--- src/rtl/ccs_pkg.sv ---
// Package for the chunked CRC-16 sum unit: beat types, constants, CRC byte step.
`default_nettype none
package ccs_pkg;

    localparam int unsigned LenWidth   = 13;
    localparam int unsigned CountWidth = 12;
    localparam int unsigned CrcWidth   = 16;
    localparam int unsigned SumWidth   = 32;

    localparam logic [LenWidth-1:0] ChunkLenReset = 13'd16;
    localparam logic [LenWidth-1:0] ChunkLenMax   = 13'd4096;
    localparam logic [LenWidth-1:0] ChunkLenMin   = 13'd1;
    localparam logic [CrcWidth-1:0] CrcInit       = 16'hFFFF;
    localparam logic [CrcWidth-1:0] CrcPolyRefl   = 16'hA001;

    typedef struct packed {
        logic [7:0] data_byte;
        logic       last_byte;
    } t_in_beat;

    typedef struct packed {
        logic [SumWidth-1:0] checksum_sum;
        logic                partial_tail;
    } t_out_beat;

    // One byte through the reflected CRC-16/MODBUS.
    function automatic logic [CrcWidth-1:0] crc_byte(
        input logic [CrcWidth-1:0] crc_in,
        input logic [7:0]          data
    );
        logic [CrcWidth-1:0] crc;
        crc = crc_in ^ {8'h00, data};
        for (int k = 0; k < 8; k++) begin
            if (crc[0]) begin
                crc = (crc >> 1) ^ CrcPolyRefl;
            end else begin
                crc = crc >> 1;
            end
        end
        return crc;
    endfunction

endpackage
`default_nettype wire

--- src/rtl/ccs_core.sv ---
// Chunk state of the CRC sum unit: running CRC, chunk byte count, wrapping sum.
`default_nettype none
module ccs_core (
    input  wire logic                         i_clk,
    input  wire logic                         i_rst_n,
    input  wire logic                         i_step,
    input  wire ccs_pkg::t_in_beat            i_item,
    input  wire logic [ccs_pkg::LenWidth-1:0] i_chunk_length,
    output ccs_pkg::t_out_beat                o_result
);

    logic [ccs_pkg::CrcWidth-1:0]   r_crc, n_crc;
    logic [ccs_pkg::CountWidth-1:0] r_count, n_count;
    logic [ccs_pkg::SumWidth-1:0]   r_sum, n_sum;

    logic [ccs_pkg::CrcWidth-1:0]   crc_next;
    logic [ccs_pkg::LenWidth-1:0]   eff_len;
    logic [ccs_pkg::LenWidth-1:0]   taken;
    logic                           chunk_done;
    logic [ccs_pkg::SumWidth-1:0]   sum_next;
    logic [ccs_pkg::CountWidth-1:0] count_next;

    always_comb begin
        if (i_chunk_length == '0) begin
            eff_len = ccs_pkg::ChunkLenMin;
        end else if (i_chunk_length > ccs_pkg::ChunkLenMax) begin
            eff_len = ccs_pkg::ChunkLenMax;
        end else begin
            eff_len = i_chunk_length;
        end
    end

    assign crc_next   = ccs_pkg::crc_byte(r_crc, i_item.data_byte);
    assign taken      = {1'b0, r_count} + ccs_pkg::LenWidth'(1);
    assign chunk_done = (taken >= eff_len);
    assign sum_next   = chunk_done
                      ? r_sum + {16'h0000, crc_next[7:0], crc_next[15:8]}
                      : r_sum;
    assign count_next = chunk_done ? '0 : taken[ccs_pkg::CountWidth-1:0];

    assign o_result.checksum_sum = sum_next;
    assign o_result.partial_tail = (count_next != '0);

    always_comb begin
        n_crc   = r_crc;
        n_count = r_count;
        n_sum   = r_sum;
        if (i_step) begin
            if (i_item.last_byte) begin
                n_crc   = ccs_pkg::CrcInit;
                n_count = '0;
                n_sum   = '0;
            end else begin
                n_crc   = chunk_done ? ccs_pkg::CrcInit : crc_next;
                n_count = count_next;
                n_sum   = sum_next;
            end
        end
    end

    always_ff @(posedge i_clk) begin
        if (!i_rst_n) begin
            r_crc   <= ccs_pkg::CrcInit;
            r_count <= '0;
            r_sum   <= '0;
        end else begin
            r_crc   <= n_crc;
            r_count <= n_count;
            r_sum   <= n_sum;
        end
    end

endmodule
`default_nettype wire

--- src/rtl/chunked_crc16_sum_unit.sv ---
// Top level of the chunked CRC-16/MODBUS sum unit.
//
// Input channel (i_in_valid / o_in_ready / i_in_data): one byte per beat,
// with a last_byte flag marking the end of a region. Bytes are cut into
// chunks of chunk_length bytes (0 acts as 1, above 4096 acts as 4096); each
// chunk's CRC-16/MODBUS, byte-swapped, is added into a wrapping 32-bit sum.
// Output channel (o_out_valid / i_out_ready / o_out_data): one beat per
// region, on its last byte: the sum and a flag for a dropped partial tail.
// Config channel (i_cfg_valid / o_cfg_ready / i_cfg_data): chunk length,
// always ready; write it only while the unit is idle.
// A byte waits in the input register and is folded into the chunk state when
// it steps; the result register loads as a last byte steps. Throughput: one
// byte per cycle unless a last byte is held back, set by the single byte-wide
// CRC step and 32-bit add between input and result registers.
// Reset clears the chunk state and sets the chunk length to 16. While the
// receiver stalls a pending result, non-last bytes keep flowing; a last
// byte waits in the input register until the result register frees up.
`default_nettype none
module chunked_crc16_sum_unit (
    input  wire logic                         i_clk,
    input  wire logic                         i_rst_n,
    input  wire logic                         i_in_valid,
    output      logic                         o_in_ready,
    input  wire ccs_pkg::t_in_beat            i_in_data,
    output      logic                         o_out_valid,
    input  wire logic                         i_out_ready,
    output      ccs_pkg::t_out_beat           o_out_data,
    input  wire logic                         i_cfg_valid,
    output      logic                         o_cfg_ready,
    input  wire logic [ccs_pkg::LenWidth-1:0] i_cfg_data
);

    logic [ccs_pkg::LenWidth-1:0] r_chunk_len;
    logic                         r_in_valid;
    ccs_pkg::t_in_beat            r_in;
    logic                         r_out_valid;
    ccs_pkg::t_out_beat           r_out;

    ccs_pkg::t_out_beat core_result;
    logic               step_go;

    assign step_go     = r_in_valid && (!r_in.last_byte || !r_out_valid || i_out_ready);
    assign o_in_ready  = !r_in_valid || step_go;
    assign o_cfg_ready = 1'b1;
    assign o_out_valid = r_out_valid;
    assign o_out_data  = r_out;

    ccs_core u_core (
        .i_clk          (i_clk),
        .i_rst_n        (i_rst_n),
        .i_step         (step_go),
        .i_item         (r_in),
        .i_chunk_length (r_chunk_len),
        .o_result       (core_result)
    );

    always_ff @(posedge i_clk) begin
        if (!i_rst_n) begin
            r_chunk_len <= ccs_pkg::ChunkLenReset;
            r_in_valid  <= 1'b0;
            r_out_valid <= 1'b0;
        end else begin
            if (i_cfg_valid) begin
                r_chunk_len <= i_cfg_data;
            end
            if (o_in_ready) begin
                r_in_valid <= i_in_valid;
            end
            if (step_go && r_in.last_byte) begin
                r_out_valid <= 1'b1;
            end else if (i_out_ready) begin
                r_out_valid <= 1'b0;
            end
        end
    end

    always_ff @(posedge i_clk) begin
        if (o_in_ready && i_in_valid) begin
            r_in <= i_in_data;
        end
        if (step_go && r_in.last_byte) begin
            r_out <= core_result;
        end
    end

endmodule
`default_nettype wire
--- config.mk ---
export PLATFORM = sky130hd
export DESIGN_NAME = chunked_crc16_sum_unit
export DESIGN_NICKNAME = d
export VERILOG_FILES = /design/src/rtl/ccs_pkg.sv /design/src/rtl/ccs_core.sv /design/src/rtl/chunked_crc16_sum_unit.sv
export SDC_FILE = /design/constraint.sdc
export NUM_CORES = 1
export LEC_CHECK = 0
export BUFFER_PORTS_ARGS = -buffer_cell sky130_fd_sc_hd__buf_4
export CAP_MARGIN = 20
export CORE_MARGIN = 3
export CORE_UTILIZATION = 50
export CTS_CLUSTER_DIAMETER = 150
export CTS_CLUSTER_SIZE = 30
export DETAILED_ROUTE_END_ITERATION = 12
export HOLD_SLACK_MARGIN = 0.03
export PLACE_DENSITY = 0.71
export SETUP_SLACK_MARGIN = 0.02
export SLEW_MARGIN = 15
export SYNTH_ARGS = -nofsm -noshare
export SYNTH_HDL_FRONTEND = slang
export SYNTH_SLANG_ARGS = --single-unit
--- constraint.sdc ---
create_clock -name i_clk -period 6 [get_ports i_clk]
set_input_delay 0.9 -clock i_clk [delete_from_list [all_inputs] [get_ports i_clk]]
set_output_delay 0.9 -clock i_clk [all_outputs]
set_load 0.005 [all_outputs]
== Word level (Yosys, flattened, before mapping) ==
Cells that the tools add are included.
Operators by class
  $add $sub $neg: 2
  multipliers: 0
  div/mod/pow operators: 0
  order comparisons: 2
  equality and inequality tests: 0
  shift operators: 0
  multiplexer cells: 18
  bitwise logic cells: 9
  reduce and logical (&&, ||, !) cells: 12
Operator list (count)
  16-bit 2-to-1 mux: 10
  32-bit 2-to-1 mux: 2
  32-bit by 16-bit adder with 32-bit output: 1
  13-bit 2-to-1 mux: 2
  12-bit 2-to-1 mux: 2
  2-bit inverter with 3-bit output: 8
  16-bit by 8-bit bitwise XOR with 16-bit output: 1
  12-bit by 1-bit adder with 13-bit output, second input constant: 1
  13-bit >= comparator: 1
  13-bit greater-than comparator, second input constant: 1
  13-bit zero test: 1
  12-bit nonzero test: 1
  1-bit logical AND: 3
  1-bit zero test: 3
  1-bit logical OR: 3
  1-bit 2-to-1 mux: 2
  2-bit nonzero test: 1
Word-level totals
  register bits: 117
  bits in latches: 0
  memory bits (writable): 0
  ROM bits: 0
  input bits: 27
  output and inout port bits: 36
  logic and storage cells: 53
  memories kept: 0

== Logic depth before layout (Yosys ltp) ==
  word-level depth: 20
  gate-level depth with buffers: 16
  mapped depth without buffers: 14

== Cells and area by module ==
A second synthesis with hierarchy kept.
Second synthesis, totals
  cell total of the unflattened synthesis: 665
  area, all modules: 6407.4 um^2
Modules (own cells, without submodules)
  ccs_core: instances 1, cells each 567, area an instance 4529.3 um^2, seq. area each 1201.2 um^2
  chunked_crc16_sum_unit: instances 1, cells each 98, area an instance 1878.1 um^2, seq. area each 1561.5 um^2

== Worst setup path after synthesis ==
Ideal clock, no wire load.
  path type: register -> register
  start point: register r_in[4] (netlist bit)
  end point: register r_out, in the netlist o_out_data[28] (data pin)
  library setup time: 262 ps
  data arrival time: 3383 ps
  data required time: 5738 ps
  setup slack: 2356 ps
  cell stages (with the launch flop): 16
  buffers on the path: 1
  clock period less this slack: 3644 ps
  path through: edfxtp_1 -> xnor2_1 -> xnor2_2 -> xor2_2 -> xnor2_2 -> xnor2_2 -> xor2_1 -> ha_1 -> a21oi_1 -> o22ai_1 -> o211ai_1 -> nand4b_1 -> nand2_1 -> clkbuf_1 -> nor2_1 -> xor2_1
RTL lines
  start: declaration: RTL line chunked_crc16_sum_unit.sv:35  | ccs_pkg::t_in_beat r_in;
  start signal: assignment: RTL line chunked_crc16_sum_unit.sv:79  | r_in <= i_in_data;
  end signal: assignment: RTL line chunked_crc16_sum_unit.sv:82  | r_out <= core_result;
  end: declaration: RTL line chunked_crc16_sum_unit.sv:37  | ccs_pkg::t_out_beat r_out;

==> flow_summary.json <==
{
  "root_buffer": "sky130_fd_sc_hd__clkbuf_16",
  "fmax_ghz": 0.238,
  "fin_max_slew_vios": 0,
  "die_width_um": 118,
  "core_box_area_sq_mm": 0.0122,
  "rsz_0062_raised_after_global_routing": "false",
  "insertion_delay_ps": 410,
  "critical_path.endpoint_type": "flop",
  "maximum_fanout_along_the_worst_path": 14,
  "synthesis.area_sq_mm": 0.00629,
  "crit_type": "flop to flop",
  "setup_bufs_post_cts": 0,
  "syn-num-nets": 686,
  "clk_pin_slew_ps": 50,
  "number_of_failing_setup_endpoints_in_the_final_timing_report": 0,
  "via_count": 4925,
  "power_density_mw_per_mm2": 293,
  "cts_tree": "done",
  "cts_made_buffers": 17,
  "ys_seq_elements": 117,
  "finalHoldWorstSlack_ps": 493,
  "synth_largest_area_cell": "sky130_fd_sc_hd__dfxtp_1",
  "gpl.final_weighted_congestion": 0.861,
  "r2r_depth": 14,
  "gr-total-overflow": 0,
  "pin_count": 63,
  "grt_antenna_before_repair": 0,
  "drt.antenna.violating_nets": 0,
  "antenna_cells": 0,
  "syn-mean-instance-area_sq_um": 10.0,
  "timing.critical_path.required_ps": 6150,
  "cts_num_sinks": 117,
  "dr.pass1.iters": 5,
  "final-seq-area_sq_mm": 0.00276,
  "synthCells": 628,
  "seq_area_frac_synth_pct": 43.9,
  "power.static_leakage_nw": 2.96,
  "start_util_pct": 51.7,
  "finalNetCount": 735,
  "most_instantiated_flip_flop_cell_in_the_synthesis_netlist": "sky130_fd_sc_hd__dfxtp_1",
  "grt_first_pass_wirelength_um": 23200,
  "std_cell_rows": 40,
  "cts-resized-gates": 0,
  "hold_violations": 0,
  "synth_warnings": 0,
  "vdd.ir_drop.worst_mv": 0.148,
  "portBuffers": 61,
  "postRouteWirelength_um": 14000,
  "multi_input_comb_area_sq_mm": 0.00329,
  "die_height_um": 118,
  "timing.clock.skew_ps": 9.51,
  "fin_crit_sh_pct": 70.0,
  "vias_in_the_first_global_route": 4844,
  "htreeDepth": 4,
  "synth_edf_count": 42,
  "cap_violations": 0,
  "grt.total_usage_pct": 20.2,
  "timing.setup.tns_ps": 0,
  "finalCriticalPeriod_ps": 4200,
  "critical-path-slowest-cell": "sky130_fd_sc_hd__nand2_1",
  "worst_margin_pin_slew_ps": 1020,
  "worst_slew_margin_rel_pct": 31.8,
  "wire_per_inst_um": 16.3,
  "post_route_cells_drive_above_1_share_pct": 15.5,
  "fillCellCount": 1034,
  "timing.critical_path.mode_cell": "sky130_fd_sc_hd__xnor2_2",
  "detailedPlacementHpwl_um": 9600,
  "initialDrtViolationCount": 346,
  "post_drt_via_cell_ratio": 5.74,
  "hp-class": "flop to flop",
  "die-area_sq_mm": 0.0140,
  "setup_slack_ps": 1800,
  "max-clock-path-buffers": 2,
  "critical_path.cell_chain": "xnor2_1, xnor2_2, xor2_2, xnor2_2, xnor2_2, xor2_1, ha_1, a21oi_1, o22ai_1, o211ai_1, nand4b_1, nand2_1, nor2_1, xnor2_1",
  "outcome": "finished clean",
  "pre_cts_slack_ps": 1840,
  "arrival_ps": 4350,
  "timing.critical_path.slowest_cell_delay_ps": 530,
  "area_delta_synth_final_pct": 17.4,
  "drc_errors": 0,
  "post_synth_main_area_contributors": "sky130_fd_sc_hd__dfxtp_1 24%, sky130_fd_sc_hd__edfxtp_1 20%, sky130_fd_sc_hd__ha_1 6.0%, sky130_fd_sc_hd__xnor2_1 4.7%, sky130_fd_sc_hd__nand2_1 2.9%",
  "synthArstFlopShare_pct": 0,
  "crit_path_start_kind": "flop",
  "library_cells_used_by_synthesis": 69,
  "grt_start_max_net_pins": 56,
  "holdPathStages": 2,
  "synthDominantCellAreaShare_pct": 23.9,
  "cts_hold_buf": 0
}
[cell usage after synthesis (5+ instances only)]
master                     count
sky130_fd_sc_hd__dfxtp_1      75
sky130_fd_sc_hd__nand2_1      48
sky130_fd_sc_hd__edfxtp_1     42
sky130_fd_sc_hd__xnor2_1      34
sky130_fd_sc_hd__nor2_1       33
sky130_fd_sc_hd__ha_1         30
sky130_fd_sc_hd__nor2b_1      27
sky130_fd_sc_hd__clkbuf_1     26
sky130_fd_sc_hd__a21oi_1      22
sky130_fd_sc_hd__nand3_1      22
sky130_fd_sc_hd__xor2_1       20
sky130_fd_sc_hd__o21ai_1      19
sky130_fd_sc_hd__a31oi_1      17
sky130_fd_sc_hd__inv_1        16
sky130_fd_sc_hd__o22ai_1      15
sky130_fd_sc_hd__o211ai_1     14
sky130_fd_sc_hd__mux2i_1      13
sky130_fd_sc_hd__a22oi_1      11
sky130_fd_sc_hd__and3_1       11
sky130_fd_sc_hd__o21ai_0      10
sky130_fd_sc_hd__a22o_1        7
sky130_fd_sc_hd__mux2_1        7
sky130_fd_sc_hd__mux2_2        6
sky130_fd_sc_hd__nand2b_1      6
sky130_fd_sc_hd__nor3_1        6
sky130_fd_sc_hd__and2_1        5
sky130_fd_sc_hd__and3b_1       5
sky130_fd_sc_hd__o41ai_1       5
sky130_fd_sc_hd__xnor2_2       5
[cell type report]
type / instances / area share (%)
flip-flops and latches: 117 / 37.4
inverters: 16 / 0.813
clock inverters: 11 / 1.80
multi-input cells: 461 / 44.6
repair buffers: 64 / 6.50
clock buffers: 21 / 6.10
well taps: 168 / 2.85
[state kept, by name, indices dropped and copies added (netlist names)]
register        count
o_out_data         33
u_core.r_sum       32
u_core.r_crc       16
r_chunk_len        13
u_core.r_count     12
r_in                9
o_out_valid         1
r_in_valid          1
[metal layers]
metal,GRT usage (%),vias to the layer above,wire length [um]
li1,-,2425,-
met1,26.4,2338,6370
met2,32.8,144,6690
met3,4.21,18,745
met4,7.77,0,205
met5,0,-,0
[cells by family (layout without fill, tap and decap cells)]
family,Yosys count,count (layout),synth area share [%]
XOR/XNOR,62,62,9.59
flip-flops,117,117,43.9
multiplexers,26,26,4.40
AND/OR/NAND/NOR,182,182,14.7
adder cells (fa/ha/maj),31,31,6.28
AO/OA/AOI/OAI,159,159,17.3
other,1,1,0.0596
buffers and inverters,50,112,3.76
[cell usage in the layout (no fill, tap or decap), drive strengths merged, types with 5 or more instances in the layout]
cell and count:
a21oi 22, a22o 7, a22oi 12, a31oi 17, and2 6, and3 11
and3b 5, buf 64, clkbuf 21, clkinv 7, dfxtp 75, edfxtp 42
ha 30, inv 16, mux2 13, mux2i 13, nand2 48, nand2b 6
nand3 22, nor2 33, nor2b 27, nor3 6, o211ai 14, o21ai 29
o22ai 15, o41ai 5, xnor2 39, xor2 23
[stage by stage]
step | power (mW) | instances | area (sq um) | util (%)
6_report | 2.16 | 858 | 7390 | 60.8
5_1_grt | 2.24 | 858 | 7390 | 60.8
4_1_cts | 2.17 | 858 | 7390 | 60.8
3_5_place_dp | 1.16 | 826 | 6810 | 56.0
3_3_place_gp | 1.16 | 826 | 6810 | 56.0
2_1_floorplan | 1.10 | 628 | 6290 | -
[worst max-delay path, delay by kind of cell, from the launching register on]
kind,cells,cell delay [ps]
DFF,1,380
adders and majority gates,1,340
AOI/OAI and AO/OA,3,620
xor gates and xnor gates,7,1540
and+or+nand+nor,3,1060
[where the power goes]
group | switching, mW | total [mW] | leakage [nW] | internal, mW
sequential | 0.0178 | 0.865 | 1.03 | 0.847
combinational | 0.165 | 0.286 | 1.65 | 0.122
clock | 0.353 | 1.01 | 0.283 | 0.657
total | 0.535 | 2.16 | 2.96 | 1.63
[path summary, 6_finish.rpt]
check | from | endpoint | slack, ps
min reg2reg | u_core.r_sum[2] | u_core.r_sum[2] | 490
max reg2reg | r_in[4] | o_out_data[20] | 1800
min | u_core.r_sum[2] | u_core.r_sum[2] | 490
max | r_in[4] | o_out_data[20] | 1800
Power figures use the tool's default switching activity.
